[src/sv/kts_pkg.sv]
// kts_pkg: shared types and constants for the key/ttl command scanner
// used by kts_eval and key_ttl_command_scanner; no dependencies
`default_nettype none

package kts_pkg;

	// field widths
	localparam int unsigned TICK_W   = 32;
	localparam int unsigned PERIOD_W = 16;
	localparam int unsigned HOLD_W   = 8;
	localparam int unsigned CFG_W    = 16;

	// stream payload widths, padded to whole bytes
	localparam int unsigned IN_DATA_W  = 40;
	localparam int unsigned OUT_DATA_W = 8;

	// register reset values
	localparam logic [PERIOD_W-1:0] POLL_PERIOD_RST = PERIOD_W'(100);
	localparam logic [HOLD_W-1:0]   HOLD_SAMPLES_RST = HOLD_W'(100);

	// register indexes
	typedef enum logic {
		REG_POLL_PERIOD  = 1'b0,
		REG_HOLD_SAMPLES = 1'b1
	} cfg_reg_t;

	typedef enum logic [1:0] {
		KEY_NONE       = 2'd0,
		KEY_CALIBRATE  = 2'd1,
		KEY_FULL_OPEN  = 2'd2,
		KEY_FULL_CLOSE = 2'd3
	} key_cmd_t;

	typedef enum logic [1:0] {
		LOCK_NONE  = 2'd0,
		LOCK_SET   = 2'd1,
		LOCK_CLEAR = 2'd2
	} lock_cmd_t;

	// input item, now_tick in the lowest bits
	typedef struct packed {
		logic              lock_line_level;
		logic              close_key_level;
		logic              open_key_level;
		logic [TICK_W-1:0] now_tick;
	} kts_item_t;

	// result item, sampled in the lowest bit
	typedef struct packed {
		lock_cmd_t lock_command;
		key_cmd_t  key_command;
		logic      sampled;
	} kts_result_t;

	localparam int unsigned ITEM_W   = $bits(kts_item_t);
	localparam int unsigned RESULT_W = $bits(kts_result_t);

endpackage

`default_nettype wire

[src/sv/kts_eval.sv]
// kts_eval: sampling state and command rules for one item
// depends on kts_pkg
`default_nettype none

module kts_eval
	import kts_pkg::*;
(
	input  wire logic                clk,
	input  wire logic                arst_n,
	input  wire logic                step,
	input  wire kts_item_t           item,
	input  wire logic [PERIOD_W-1:0] poll_period,
	input  wire logic [HOLD_W-1:0]   hold_samples,
	output kts_result_t              result
);

	logic [TICK_W-1:0] last_tick_q;
	logic              prev_open_q;
	logic              prev_close_q;
	logic              prev_lock_q;
	logic [HOLD_W-1:0] count_q;

	logic [TICK_W-1:0] elapsed;
	logic              do_sample;
	logic              both_down;
	logic [HOLD_W-1:0] count_inc;
	logic              calib;

	logic              prev_open_d;
	logic              prev_close_d;
	logic              prev_lock_d;
	logic [HOLD_W-1:0] count_d;

	// wrap-safe elapsed time against the poll period
	assign elapsed   = item.now_tick - last_tick_q;
	assign do_sample = elapsed >= {{(TICK_W-PERIOD_W){1'b0}}, poll_period};
	assign both_down = !item.open_key_level && !item.close_key_level;
	assign count_inc = count_q + HOLD_W'(1);
	assign calib     = count_inc >= hold_samples;

	// key and lock rules
	always_comb begin
		result       = '{lock_command: LOCK_NONE, key_command: KEY_NONE, sampled: 1'b0};
		prev_open_d  = prev_open_q;
		prev_close_d = prev_close_q;
		prev_lock_d  = prev_lock_q;
		count_d      = '0;
		if (do_sample) begin
			result.sampled = 1'b1;
			if (both_down) begin
				if (calib) begin
					result.key_command = KEY_CALIBRATE;
				end else begin
					count_d = count_inc;
				end
				prev_open_d  = 1'b0;
				prev_close_d = 1'b0;
			end else if (item.open_key_level != prev_open_q) begin
				if (!item.open_key_level) begin
					result.key_command = KEY_FULL_OPEN;
				end
				prev_open_d = item.open_key_level;
			end else if (item.close_key_level != prev_close_q) begin
				if (!item.close_key_level) begin
					result.key_command = KEY_FULL_CLOSE;
				end
				prev_close_d = item.close_key_level;
			end
			if (item.lock_line_level) begin
				result.lock_command = LOCK_SET;
				prev_lock_d         = 1'b1;
			end else if (prev_lock_q) begin
				result.lock_command = LOCK_CLEAR;
				prev_lock_d         = 1'b0;
			end
		end
	end

	// state moves only on a sampled item
	always_ff @(posedge clk or negedge arst_n) begin
		if (!arst_n) begin
			last_tick_q  <= '0;
			prev_open_q  <= 1'b0;
			prev_close_q <= 1'b0;
			prev_lock_q  <= 1'b1;
			count_q      <= '0;
		end else if (step && do_sample) begin
			last_tick_q  <= item.now_tick;
			prev_open_q  <= prev_open_d;
			prev_close_q <= prev_close_d;
			prev_lock_q  <= prev_lock_d;
			count_q      <= count_d;
		end
	end

	// calibrate only when both keys are down
	a_calib_both_down: assert property (@(posedge clk) disable iff (!arst_n)
		result.key_command == KEY_CALIBRATE |-> both_down)
		else $error("calibrate without both keys down");

	// a sampled item stores its tick
	a_tick_stored: assert property (@(posedge clk) disable iff (!arst_n)
		step && do_sample |=> last_tick_q == $past(item.now_tick))
		else $error("sample tick not stored");

	// calibrate restarts the hold count
	a_calib_clears: assert property (@(posedge clk) disable iff (!arst_n)
		step && result.key_command == KEY_CALIBRATE |=> count_q == '0)
		else $error("hold count not cleared after calibrate");

	// no command on an item that is not sampled
	a_idle_quiet: assert property (@(posedge clk) disable iff (!arst_n)
		!result.sampled |-> result.key_command == KEY_NONE
			&& result.lock_command == LOCK_NONE)
		else $error("command without a sample");

endmodule

`default_nettype wire

[src/sv/key_ttl_command_scanner.sv]
// key_ttl_command_scanner: top level with config registers, input and output stages
// depends on kts_pkg and kts_eval
// path: an accepted item enters the input stage, then its result the result stage
// throughput: one item per cycle while the result register is not stalled by m_tready;
// the rules and the state update sit in one stage
// stall: the input stage holds while the result register waits on m_tready
// reset: arst_n clears pipeline and sampling state; sets prev lock, both registers to 100
`default_nettype none

module key_ttl_command_scanner
	import kts_pkg::*;
(
	input  wire logic                  clk,
	input  wire logic                  arst_n,
	// tdata: now_tick[31:0], open_key_level[32], close_key_level[33], lock_line_level[34]
	input  wire logic                  s_tvalid,
	output logic                       s_tready,
	input  wire logic [IN_DATA_W-1:0]  s_tdata,
	// tdata: sampled[0], key_command[2:1], lock_command[4:3]
	output logic                       m_tvalid,
	input  wire logic                  m_tready,
	output logic [OUT_DATA_W-1:0]      m_tdata,
	input  wire logic                  cfg_we,
	input  wire logic                  cfg_index,
	input  wire logic [CFG_W-1:0]      cfg_data
);

	logic [PERIOD_W-1:0] poll_period_q;
	logic [HOLD_W-1:0]   hold_samples_q;

	logic        valid_s1;
	kts_item_t   item_s1;
	logic        valid_s2;
	kts_result_t result_s2;
	kts_result_t result;
	logic        advance;

	// config registers
	always_ff @(posedge clk or negedge arst_n) begin
		if (!arst_n) begin
			poll_period_q  <= POLL_PERIOD_RST;
			hold_samples_q <= HOLD_SAMPLES_RST;
		end else if (cfg_we) begin
			unique case (cfg_reg_t'(cfg_index))
				REG_POLL_PERIOD:  poll_period_q  <= cfg_data[PERIOD_W-1:0];
				REG_HOLD_SAMPLES: hold_samples_q <= cfg_data[HOLD_W-1:0];
				default: ;
			endcase
		end
	end

	// handshake
	assign advance  = valid_s1 && (!valid_s2 || m_tready);
	assign s_tready = !valid_s1 || advance;

	// input stage
	always_ff @(posedge clk or negedge arst_n) begin
		if (!arst_n) begin
			valid_s1 <= 1'b0;
		end else if (s_tready) begin
			valid_s1 <= s_tvalid;
		end
	end

	always_ff @(posedge clk) begin
		if (s_tready && s_tvalid) begin
			item_s1 <= kts_item_t'(s_tdata[ITEM_W-1:0]);
		end
	end

	kts_eval u_eval (
		.clk          (clk),
		.arst_n       (arst_n),
		.step         (advance),
		.item         (item_s1),
		.poll_period  (poll_period_q),
		.hold_samples (hold_samples_q),
		.result       (result)
	);

	// result stage
	always_ff @(posedge clk or negedge arst_n) begin
		if (!arst_n) begin
			valid_s2 <= 1'b0;
		end else if (advance) begin
			valid_s2 <= 1'b1;
		end else if (m_tready) begin
			valid_s2 <= 1'b0;
		end
	end

	always_ff @(posedge clk) begin
		if (advance) begin
			result_s2 <= result;
		end
	end

	assign m_tvalid = valid_s2;
	assign m_tdata  = {{(OUT_DATA_W-RESULT_W){1'b0}}, result_s2};

	// a stalled result is not overwritten
	a_no_overwrite: assert property (@(posedge clk) disable iff (!arst_n)
		valid_s2 && !m_tready |-> !advance)
		else $error("result overwritten while stalled");

	// input is refused only while the input stage holds an item and the result stage is stalled
	a_ready_reason: assert property (@(posedge clk) disable iff (!arst_n)
		!s_tready |-> valid_s1 && valid_s2 && !m_tready)
		else $error("input refused without a stall");

	// an advancing item shows as a result next cycle
	a_advance_out: assert property (@(posedge clk) disable iff (!arst_n)
		advance |=> valid_s2)
		else $error("advanced item lost");

endmodule

`default_nettype wire
[config.mk]
export PLATFORM = sky130hd
export DESIGN_NAME = key_ttl_command_scanner
export DESIGN_NICKNAME = d
export VERILOG_FILES = /design/src/sv/kts_pkg.sv /design/src/sv/kts_eval.sv /design/src/sv/key_ttl_command_scanner.sv
export SDC_FILE = /design/constraint.sdc
export NUM_CORES = 1
export LEC_CHECK = 0
export ABC_CLOCK_PERIOD_IN_PS = 8650
export BUFFER_PORTS_ARGS = -buffer_cell sky130_fd_sc_hd__buf_2
export CAP_MARGIN = 15
export CELL_PAD_IN_SITES_DETAIL_PLACEMENT = 0
export CELL_PAD_IN_SITES_GLOBAL_PLACEMENT = 2
export CORE_MARGIN = 5
export CORE_UTILIZATION = 40
export DETAILED_ROUTE_END_ITERATION = 12
export PLACE_DENSITY_LB_ADDON = 0.3
export SYNTH_ARGS = -nofsm -noshare
export SYNTH_HDL_FRONTEND = slang
export SYNTH_SLANG_ARGS = --single-unit
[constraint.sdc]
create_clock -name clk -period 8.65 [get_ports clk]
set_input_delay 0.4325 -clock clk [delete_from_list [all_inputs] [get_ports clk]]
set_output_delay 0.4325 -clock clk [all_outputs]
set_load 0.01 [all_outputs]
; After elaboration in Yosys (flattened, before gate mapping)
; Cells that the tools add are included.
[op_classes]
bitwise = 2
reduce_logical = 19
n_lt_le_gt_ge = 2
n_mux = 20
n_eq_ne = 3
add_sub_neg = 2
[ops]
columns = op, count
row1 = 32-bit by 16-bit greater-or-equal comparator with 1-bit output, 1
row2 = 32-bit subtractor, 1
row3 = 8-bit two-way mux, 3
row4 = 2-bit two-way mux, 6
row5 = 1-bit two-way mux, 11
row6 = "8-bit by 1-bit adder with 8-bit output, second input constant", 1
row7 = 8-bit greater-or-equal comparator, 1
row8 = 2-bit AND reduction, 3
row9 = 2-bit nonzero test, 3
row10 = 1-bit logical AND, 4
row11 = 1-bit zero test, 4
row12 = 4-bit AND reduction, 1
row13 = 3-bit AND reduction, 1
row14 = 1-bit logical OR, 2
row15 = 1-bit inequality test, 2
row16 = "2-bit by 1-bit inequality test with 1-bit output, second input constant", 1
row17 = 1-bit NOT, 2
row18 = 2-bit OR reduction, 1
[word_totals]
inputBits = 62
word_cells = 65
regBits = 109
out_inout_bits = 10

; Depth between registers and ports, before layout
; Gate-level depths: netlist of run 1.
[logic_depth]
depth_word = 5
ltp_mapped = 23
ltp_nobuf = 21

; Hierarchy
; A second synthesis of run 1 with hierarchy kept.
[unflattened]
hier_cells = 721
hier_area_um2 = 7110.6
[modules_own_cells]
columns = module, seq_area_each_um2, instances, area_per_inst_um2, cells_each
row1 = kts_eval, 1077.3, 1, 4842.1, 617
row2 = key_ttl_command_scanner, 1859.3, 1, 2268.4, 104

; Worst setup path before layout of run 1
; No wires, ideal clock.
[synth_path]
path_kind = reg2reg
from = reg item_s1[3] (netlist name)
to = reg result_s2 (netlist bit m_tdata[1]), data pin
setup_slack_ns = 4.252
path_stages_with_launch = 20
n_path_buf = 0
setup_ns = 0.285
period_less_slack_ns = 4.398
required_time_ns = 8.365
t_arrival_ns = 4.113
path_cell_list = edfxtp_1 > ha_1 > a21o_1 > a21oi_1 > a21oi_1 > nor2_1 > inv_1 > a21oi_1 > xnor2_1 > ha_1 > a21o_1 > a21oi_1 > nor2b_1 > or4_1 > nor4_1 > nand4_1 > nor3b_1 > nand4_1 > a2111oi_0 > nor2_1
[synth_via]
elab_chain_len = 2
[synth_rtl]
columns = item, line_no
row1 = from (decl), key_ttl_command_scanner.sv:32  ; kts_item_t item_s1;
row2 = from (signal assigned), key_ttl_command_scanner.sv:67  ; item_s1 <= kts_item_t'(s_tdata[ITEM_W-1:0]);
row3 = 32-bit subtractor, kts_eval.sv:35  ; assign elapsed = item.now_tick - last_tick_q;
row4 = 32-bit by 16-bit greater-or-equal comparator with 1-bit output, kts_eval.sv:36  ; assign do_sample = elapsed >= {{(TICK_W-PERIOD_W){1'b0}}, poll_period};
row5 = to (signal assigned), key_ttl_command_scanner.sv:94  ; result_s2 <= result;
row6 = to (decl), key_ttl_command_scanner.sv:34  ; kts_result_t result_s2;
; No other way between the ends.
; A chain may end at the register's enable or synchronous reset.

; Worst setup path after layout of run 1
[layout_path]
from = reg item_s1[1] (netlist name)
to = reg u_eval.last_tick_q[0]
[layout_via]
elab_chain_len = 3
[layout_rtl]
columns = item, line_no
row1 = 32-bit subtractor, kts_eval.sv:35
row2 = 32-bit by 16-bit greater-or-equal comparator with 1-bit output, kts_eval.sv:36
row3 = 1-bit logical AND, kts_eval.sv:87  ; end else if (step && do_sample) begin
row4 = to (signal assigned), kts_eval.sv:88  ; last_tick_q <= item.now_tick;
row5 = to (decl), kts_eval.sv:17  ; logic [TICK_W-1:0] last_tick_q;
; No other way between the ends.

==> results of run 1 <==
cells in the mapped netlist (9+ instances only):
library cell	instances
a21oi_1	49
nand2_1	92
nand3_1	16
mux2_2	13
nand4_1	12
nor2b_1	11
edfxtp_1	40
dfrtp_1	62
inv_1	71
nor2_1	28
xor2_1	12
nand2b_1	14
clkbuf_1	17
ha_1	57
a21o_1	19
o211ai_1	12
xnor2_1	13
o21ai_0	66
nor3_1	9
metrics by stage:
| stage | setup slack, ns | utilization | power, mW |
|---|---|---|---|
| after floorplan | 4.25 | - | 1.09 |
| after global placement | 3.27 | 0.432 | 1.24 |
| after detailed placement | 3.23 | 0.432 | 1.25 |
| after CTS | 3.23 | 0.449 | 1.66 |
| after global routing | 2.75 | 0.449 | 1.76 |
| final | 3.22 | 0.449 | 1.64 |
area by class of cell:
class	count	area [µm²]
clock inverter	3	18.8
multi-input combinational	536	3580
tap	225	282
sequential	109	2940
clock buffer	13	262
inverter	71	267
fill	1728	9430
timing repair buffer	66	343
layer usage:
layer	track usage	share of wire	up-vias
met5	0	0	-
li1	-	-	2744
met3	0.0276	0.030	14
met4	0.0399	0.012	0
met2	0.273	0.47	86
met1	0.229	0.49	2626
state kept, by name, indices dropped and copies added (netlist names):
name	flops
hold_samples_q	8
item_s1	35
u_eval.prev_lock_q	1
u_eval.prev_open_q	1
m_tvalid	1
poll_period_q	16
m_tdata	5
u_eval.count_q	8
u_eval.last_tick_q	32
u_eval.prev_close_q	1
valid_s1	1
cell families (layout without fill, tap and decap cells):
kind of cell             Yosys count  in the layout  synth area share
AND/OR/NAND/NOR                  219            219             0.155
AO/OA/AOI/OAI                    212            212             0.192
buffers and inverters             99            153            0.0596
other                              1              3          0.000543
adder cells (fa/ha/maj)           58             58             0.106
multiplexers                      19             19            0.0299
flip-flops                       109            109             0.425
XOR/XNOR                          25             25            0.0317
how the worst max path moves through the flow:
stage | slack [ns] | endpoint
3_5_place_dp | 3.23 | u_eval.count_q[5]$_DFFE_PN0P_
4_1_cts | 3.23 | u_eval.count_q[5]$_DFFE_PN0P_
5_1_grt | 2.75 | u_eval.count_q[5]$_DFFE_PN0P_
2_1_floorplan | 4.25 | m_tdata[1]$_SDFFCE_PN0P_
6_report | 3.22 | u_eval.last_tick_q[0]$_DFFE_PN0P_
3_3_place_gp | 3.27 | u_eval.count_q[5]$_DFFE_PN0P_
where the power goes:
| part | total (mW) | internal, mW | switching [mW] |
|---|---|---|---|
| Sequential | 0.625 | 0.600 | 0.0245 |
| Combinational | 0.619 | 0.245 | 0.375 |
| Clock | 0.396 | 0.214 | 0.183 |
==> results.md, run 1 <==
- Dominant cell type by area after synthesis: dfrtp_1
- Fin crit share: 0.627
- Fmax: 184 MHz
- DP HPWL: 12500 µm
- RSZ-0062 raised after global routing: false
- Worst setup path class: reg -> reg
- Measured slew at the worst slew-check pin: 0.976 ns
- Post-place instance area: 7400 µm²
- Gr ovfl total: 0
- Hold EP: item_s1[6]$_DFFE_PP_
- CTS buffer count: 9
- Cell count after placement: 1006
- Gate family responsible for the most delay along the worst path: compound AO/OA/AOI/OAI gates
- Core Area: 17100 µm²
- Port bufs: 63
- Total GRT Usage: 0.166
- R2r setup slk: 3.22 ns
- IO Pins: 72
- Post-synth top area share: 0.224
- Crit-path slowest cell: nor4b_2
- Worst vdd ir: 0.101 mV
- TritonCTS clock tree: yes
- H-tree depth: 3
- CTS Sinks: 109
- Commonest non-fill, non-tap cell in the layout: nand2_1
- ANT nets after route: 0
- Most numerous cell on the critical path: ha_1
- WHS Path Cells: 1
- Share of flip-flops with an asynchronous set or reset: 0.633
- Root buffer cell: clkbuf_16
- PwrDens: 213 nW/µm²
- CP Cell Sequence: ha_1 -> nor2b_1 -> o2111ai_1 -> a21oi_1 -> nor2_1 -> o21ai_0 -> xor2_1 -> ha_1 -> a221o_1 -> a2111oi_2 -> nand4b_1 -> a2111o_1 -> or4_1 -> nor4b_2 -> a21boi_4 -> buf_4 -> mux2_2
- Synth Instances: 742
- Final GP Congestion: 0.834
- Hold buffer count at cts: 0
- Crit. End Element: flip-flop
- Final Hold Fails: 0
- Fin. max-slew vios: 0
- Max FO, Critical Path: 45
- Slowest stage delay, CP: 0.49 ns
- Outcome: finished clean
- Req. time, crit path: 8.89 ns
- Post-Layout Cell Count: 1023
- Layout cell share with drive strength beyond 1: 0.139
- Largest net degree at the start of global routing: 70
- Synthesis-stage register bit count: 109
- Clock transition at path regs: 0.07 ns
- Final worst path period need: 5.43 ns
- Leakage: 3.44 nW
- Remaining DRCs: 0
- Commonest cells after routing, fill and taps aside: nand2_1, inv_1, o21ai_0
- Post-Syn Area: 6910 µm²
- Die area: 20000 µm²
- Initial antenna violation count: 0
- CP startpoint: item_s1[1]$_DFFE_PP_
- Initial core utilization: 0.404
- Max-cap violations: 0
- Setup violators final: 0
- Post-CTS Resized: 0
- Sequential fraction of the synthesis area: 0.425
- Ant. Diodes: 0
- R2R depth: 17
- Wire per inst: 16.0 µm
- Synth Area per Inst: 9.31 µm²
- Vias in the first global route: 5391
- Worst skew pair latency: 0.35 ns
- Drt initial violations: 313
- Post-synthesis cell type count: 62
- CTS max path bufs: 2
- CP Data Arrival Time: 5.67 ns
- Post-synth EDFFs: 40
- Die Ht: 141 µm
- Final hold slack: 0.251 ns
- Vias per cell: 5.35
- Cell depth of the worst setup path: 17
- Critical Path Start Type: flip-flop
- Main flop type after synthesis: dfrtp_1
- Yosys warnings: 0
- Worst hold path class: in -> reg
- Synth top area cells: dfrtp_1, edfxtp_1, ha_1
- Worst slew margin: 0.347
- Std cell rows: 48
- RR Startpoint: item_s1[1]$_DFFE_PP_
- Final instance area: 7690 µm²
- Via count: 5470
- Reg-to-reg endpoint: u_eval.last_tick_q[0]$_DFFE_PN0P_
- Post-CTS Setup Bufs: 0
- Setup TNS Final: 0 ns
- Area growth syn-to-layout: 11.3%
- Nets: 913
- Clock Skews: 0.00899 ns
- Drt pass-1 iters: 4
- First-pass GRT wire length: 26700 µm
- Hold_sp: s_tdata[6]
- Total Wirelength: 16400 µm
- CP Buf/Inv Count: 1
- DIE WIDTH: 141 µm
No activity file was read; power rests on OpenSTA's default activity.
==> run 2: changes to the inputs <==
--- a/config.mk
+++ b/config.mk
@@ -5,13 +5,13 @@
 export SDC_FILE = /design/constraint.sdc
 export NUM_CORES = 1
 export LEC_CHECK = 0
-export ABC_CLOCK_PERIOD_IN_PS = 8650
+export ABC_CLOCK_PERIOD_IN_PS = 4400
 export BUFFER_PORTS_ARGS = -buffer_cell sky130_fd_sc_hd__buf_2
 export CAP_MARGIN = 15
 export CELL_PAD_IN_SITES_DETAIL_PLACEMENT = 0
 export CELL_PAD_IN_SITES_GLOBAL_PLACEMENT = 2
 export CORE_MARGIN = 5
-export CORE_UTILIZATION = 40
+export CORE_UTILIZATION = 34
 export DETAILED_ROUTE_END_ITERATION = 12
 export PLACE_DENSITY_LB_ADDON = 0.3
 export SYNTH_ARGS = -nofsm -noshare
==> constraint.sdc (replaced) <==
create_clock -name clk -period 4.4 [get_ports clk]
set_input_delay 0.22 -clock clk [delete_from_list [all_inputs] [get_ports clk]]
set_output_delay 0.22 -clock clk [all_outputs]
set_load 0.01 [all_outputs]
==> run 2 against run 1 <==
The flow now finishes with violations (setup timing). Die area rose by 16%. Clock skew shrank 0.0011 ns. Register-to-register slack got worse by 3.3 ns. Via count increased by 5.0%. Critical path type unchanged. Largest cell class unchanged.
==> results.md, run 2 (synthesis results as in run 1) <==
- Die Ht: 153 µm
- Worst slew margin: 0.354
- Biggest regs: item_s1: 35 flops, u_eval.last_tick_q: 32 flops, poll_period_q: 16 flops
- CP Buf/Inv Count: 2
- IO Pins: 72
- Remaining DRCs: 0
- Root buffer cell: clkbuf_16
- Met3 WL post-DR: 600 µm
- Clock transition at path regs: 0.08 ns
- Worst hold path class: in -> reg
- Outcome: complete, but fails checks
- TritonCTS clock tree: yes
- Final worst path period need: 4.45 ns
- Final setup margin: -0.0467 ns
- Commonest non-fill, non-tap cell in the layout: nand2_1
- CTS buffer count: 9
- Slowest stage delay, CP: 0.53 ns
- Clock Skews: 0.00786 ns
- PwrDens: 417 nW/µm²
- Total Wirelength: 18400 µm
- Hold_sp: s_tdata[12]
- Vias in the first global route: 5791
- Top reg by flops: item_s1
- Max-cap violations: 0
- Die area: 23300 µm²
- Drt initial violations: 300
- Cell count after placement: 1100
- Vias per cell: 5.09
- Post-Layout Cell Count: 1128
- Worst setup path class: reg -> reg
- H-tree depth: 3
- Final Hold Fails: 0
- CTS Sinks: 109
- Nets: 973
- Critical Path Start Type: flip-flop
- Wire per inst: 16.3 µm
- Measured slew at the worst slew-check pin: 0.968 ns
- Initial core utilization: 0.344
- Std cell rows: 52
- Hold EP: item_s1[12]$_DFFE_PP_
- Setup violators final: 6
- R2R depth: 20
- Cell depth of the worst setup path: 20
- Util after Layout: 0.426
- CP Data Arrival Time: 4.56 ns
- First-pass GRT wire length: 29800 µm
- Max FO, Critical Path: 4
- Gate family responsible for the most delay along the worst path: simple AND/OR/NAND/NOR gates
- Max reg flops: 35
- Final hold slack: 0.0283 ns
- Via count: 5741
- Ant. Diodes: 0
- RSZ-0062 raised after global routing: true
- Layout cell share with drive strength beyond 1: 0.259
- Violations in the final reports: setup timing
- CP Cell Sequence: inv_1 -> ha_4 -> fa_2 -> nand2b_4 -> a21o_4 -> a21o_1 -> nand2_1 -> a21oi_2 -> xnor2_1 -> ha_1 -> a21oi_2 -> nor2b_2 -> or4_4 -> nor4_2 -> nand4_1 -> nor3b_2 -> nand4_1 -> a2111oi_2 -> buf_4 -> nor3b_2
- Crit. End Element: flip-flop
- Crit-path slowest cell: or4_4
- WHS Path Cells: 1
- Area growth syn-to-layout: 23.9%
- Reg-to-reg endpoint: m_tdata[4]$_SDFFCE_PP0P_
- Worst skew pair latency: 0.36 ns
- Dpl ws: -0.332 ns
- Fin crit share: 1.01
- ANT nets after route: 0
- M1 WL: 8750 µm
- DP HPWL: 14100 µm
- Fin. max-slew vios: 0
- DIE WIDTH: 153 µm
- Fmax: 225 MHz
- Total GRT Usage: 0.157
- Final GP Congestion: 0.891
- Top sig layer: met4
- Core Area: 20100 µm²
- Drt pass-1 iters: 5
- Worst vdd ir: 0.225 mV
- Leakage: 3.80 nW
- Req. time, crit path: 4.52 ns
- Commonest cells after routing, fill and taps aside: nand2_1, inv_1, buf_2
- RR Startpoint: item_s1[0]$_DFFE_PP_
- CTS max path bufs: 2
- Port bufs: 63
- Gr ovfl total: 0
- Initial antenna violation count: 0
- Wire length on met2: 8680 µm
- R2r setup slk: -0.05 ns
- Setup TNS Final: -0.160 ns
- Largest net degree at the start of global routing: 39
run 2: stage by stage:
stage               total power [mW]  cell area, µm²
floorplan                       2.14            6920
detailed placement              2.59            7850
global route                    3.82            8560
finish                          3.57            8560
CTS                             3.55            8380
global placement                2.57            7850
run 2: worst max-delay path by stage:
| stage | end | slack (ns) | start |
|---|---|---|---|
| after global routing | u_eval.count_q[4]$_DFFE_PN0P_ | -0.28 | item_s1[8]$_DFFE_PP_ |
| after floorplan | m_tdata[1]$_SDFFCE_PN0P_ | 0.002 | item_s1[3]$_DFFE_PP_ |
| after CTS | u_eval.count_q[6]$_DFFE_PN0P_ | 0.003 | item_s1[1]$_DFFE_PP_ |
| final | m_tdata[4]$_SDFFCE_PP0P_ | -0.05 | item_s1[0]$_DFFE_PP_ |
| after global placement | u_eval.count_q[5]$_DFFE_PN0P_ | -0.29 | item_s1[0]$_DFFE_PP_ |
| after detailed placement | u_eval.count_q[5]$_DFFE_PN0P_ | -0.33 | item_s1[0]$_DFFE_PP_ |
run 2: area by class of cell:
| cell class | instances | area [µm²] |
|---|---|---|
| clock inverters | 7 | 75.1 |
| flip-flops and latches | 109 | 2940 |
| inverters | 71 | 267 |
| fillers | 1987 | 11500 |
| repair buffers | 125 | 846 |
| well taps | 270 | 338 |
| multi-input cells | 537 | 3870 |
| clock buffers | 9 | 225 |
run 2: what timing repair did:
item                                   4_1_cts  5_1_grt
buffers inserted                             7        3
gates cloned                                 2        0
hold buffers                                 1        0
endpoints found under the hold margin       30        0
pin swaps                                   18       18
setup endpoints to repair                   47       48
resized for setup                           31       50
run 2: where the power goes:
part	switching [mW]	internal (mW)	leakage (nW)	total [mW]
clock network	0.401	0.445	0.145	0.847
registers	0.0500	1.18	1.22	1.23
logic	0.847	0.649	2.43	1.50
run 2: per-layer routing:
| metal | vias to the layer above | global-route usage |
|---|---|---|
| li1 | 2864 | - |
| met1 | 2755 | 0.212 |
| met2 | 104 | 0.262 |
| met3 | 18 | 0.0250 |
| met4 | 0 | 0.0437 |
| met5 | - | 0 |
==> run 3: changes to the inputs <==
--- a/config.mk
+++ b/config.mk
@@ -13,7 +13,7 @@
 export CORE_MARGIN = 5
 export CORE_UTILIZATION = 34
 export DETAILED_ROUTE_END_ITERATION = 12
-export PLACE_DENSITY_LB_ADDON = 0.3
+export PLACE_DENSITY = 0.88
 export SYNTH_ARGS = -nofsm -noshare
 export SYNTH_HDL_FRONTEND = slang
 export SYNTH_SLANG_ARGS = --single-unit
==> run 3 against run 2 <==
The flow still finishes with violations (setup timing). Routed wire length up 0.60%. Setup slack worse by 0.075 ns. Clock skew increased by 0.0053 ns. Sequential share of layout area down 1.5 points. Critical path depth is 2 higher. Sequential power is essentially flat. Design area up 4.6%.
==> results.md, run 3 (synthesis results as in run 1) <==
- Worst setup path class: reg -> reg
- Slowest stage delay, CP: 0.53 ns
- Root buffer cell: clkbuf_16
- Fmax: 221 MHz
- Setup TNS Final: -1.90 ns
- Gate family responsible for the most delay along the worst path: simple AND/OR/NAND/NOR gates
- Setup violators final: 33
- Core Area: 20100 µm²
- Reg-to-reg endpoint: m_tdata[4]$_SDFFCE_PP0P_
- Hold EP: item_s1[33]$_DFFE_PP_
- CP Cell Sequence: ha_4 -> nor2b_4 -> o2111ai_4 -> a21oi_2 -> nor2_2 -> buf_6 -> buf_6 -> inv_2 -> a21oi_2 -> xnor2_1 -> ha_1 -> a21o_1 -> a21oi_1 -> nor2b_1 -> or4_4 -> nor4_4 -> nand4_1 -> nor3b_2 -> nand4_1 -> a2111oi_2 -> buf_4 -> nor3b_1
- DIE WIDTH: 153 µm
- Critical Path Start Type: flip-flop
- Commonest cells after routing, fill and taps aside: inv_1, buf_2, dfrtp_1
- Worst slew margin: 0.350
- Area growth syn-to-layout: 29.5%
- Std cell rows: 52
- Total Wirelength: 18500 µm
- Max reg flops: 35
- Gr ovfl total: 0
- Crit-path slowest cell: or4_4
- Fin crit share: 1.03
- Clock transition at path regs: 0.08 ns
- R2R depth: 22
- Final setup margin: -0.122 ns
- Initial core utilization: 0.344
- Biggest regs: item_s1: 35 flops, u_eval.last_tick_q: 32 flops, poll_period_q: 16 flops
- Vias in the first global route: 5549
- Layout cell share with drive strength beyond 1: 0.326
- TritonCTS clock tree: yes
- Max FO, Critical Path: 4
- Drt pass-1 iters: 5
- Die Ht: 153 µm
- Top reg by flops: item_s1
- Nets: 981
- PwrDens: 412 nW/µm²
- Worst skew pair latency: 0.37 ns
- Final Hold Fails: 0
- Fin. max-slew vios: 0
- Port bufs: 63
- Drt initial violations: 360
- CP Data Arrival Time: 4.64 ns
- Pwr Total: 3.69 mW
- RSZ-0062 raised after global routing: true
- CTS Sinks: 109
- Worst vdd ir: 0.176 mV
- H-tree depth: 3
- Total GRT Usage: 0.152
- First-pass GRT wire length: 28900 µm
- Crit. End Element: flip-flop
- CP Buf/Inv Count: 4
- Final GP Congestion: 0.878
- Ant. Diodes: 0
- IO Pins: 72
- Final instance area: 8950 µm²
- Wire per inst: 16.3 µm
- Clock Skews: 0.0132 ns
- Largest net degree at the start of global routing: 36
- CTS max path bufs: 2
- CTS buffer count: 9
- Die area: 23300 µm²
- Max-cap violations: 0
- R2r setup slk: -0.12 ns
- Initial antenna violation count: 0
- DP HPWL: 12600 µm
- Remaining DRCs: 0
- Final hold slack: 0.0225 ns
- Leakage: 3.95 nW
- RR Startpoint: item_s1[1]$_DFFE_PP_
- Violations in the final reports: setup timing
- Worst hold path class: in -> reg
- Final worst path period need: 4.52 ns
- Measured slew at the worst slew-check pin: 0.971 ns
- Commonest non-fill, non-tap cell in the layout: inv_1
- Hold_sp: s_tdata[33]
- Vias per cell: 5.05
- ANT nets after route: 0
- Outcome: complete, but fails checks
- Post-place instance area: 7820 µm²
- WHS Path Cells: 1
- Req. time, crit path: 4.52 ns
- Via count: 5742
[run 3: changes by cell type in the layout (fill, tap and decap cells not counted), sizes merged]
cell      change
clkinvlp      -1
clkbuf        +4
bufinv        -1
inv           +3
buf           +3
clkinv        -2
a21boi        +2
[run 3: area by class of cell]
type                    count  area, µm²
fillers                  1917      11200
multi-input cells         539       4130
flip-flops and latches    109       2940
repair buffers            131        966
well taps                 270        338
inverters                  71        267
clock buffers              10        250
clock inverters             6       67.6
[run 3: timing repair]
item	CTS	global route
hold buffers	1	0
pin swaps	43	43
buffers inserted	8	7
gates resized for setup	89	74
cloned	7	2
endpoints found under the hold margin	16	0
setup endpoints to repair	48	48
[run 3: per-layer routing]
layer	part of all wire	wire, µm	vias up	global-route usage
met4	0.018	333	0	0.0547
met5	0	0	-	0
met2	0.47	8600	97	0.238
li1	-	-	2897	-
met3	0.030	560	21	0.0239
met1	0.49	8980	2727	0.214
[run 3: power by group]
group	switching (mW)	total, mW	leakage [nW]	internal (mW)
registers	0.0535	1.23	1.22	1.18
logic	0.891	1.60	2.57	0.706
clock network	0.422	0.861	0.157	0.439
[run 3: worst max path at each step]
stage                         startpoint                                 end  slack [ns]  cells past startpoint
detailed placement  item_s1[1]$_DFFE_PP_   u_eval.last_tick_q[4]$_DFFE_PN0P_       -0.31                     19
global route        item_s1[1]$_DFFE_PP_  u_eval.last_tick_q[29]$_DFFE_PN0P_       -0.25                     23
global placement    item_s1[1]$_DFFE_PP_  u_eval.last_tick_q[15]$_DFFE_PN0P_       -0.20                     19
CTS                 item_s1[1]$_DFFE_PP_       u_eval.count_q[7]$_DFFE_PN0P_       -0.07                     18
finish              item_s1[1]$_DFFE_PP_            m_tdata[4]$_SDFFCE_PP0P_       -0.12                     22
floorplan           item_s1[3]$_DFFE_PP_            m_tdata[1]$_SDFFCE_PN0P_       0.002                     19
[run 3: metrics by stage]
step	worst slack, ns	std cells	utilization
final	-0.122	1136	0.445
after global placement	-0.201	1096	0.389
after global routing	-0.251	1136	0.445
after CTS	-0.0682	1128	0.427
after detailed placement	-0.310	1096	0.389
after floorplan	0.00187	744	-
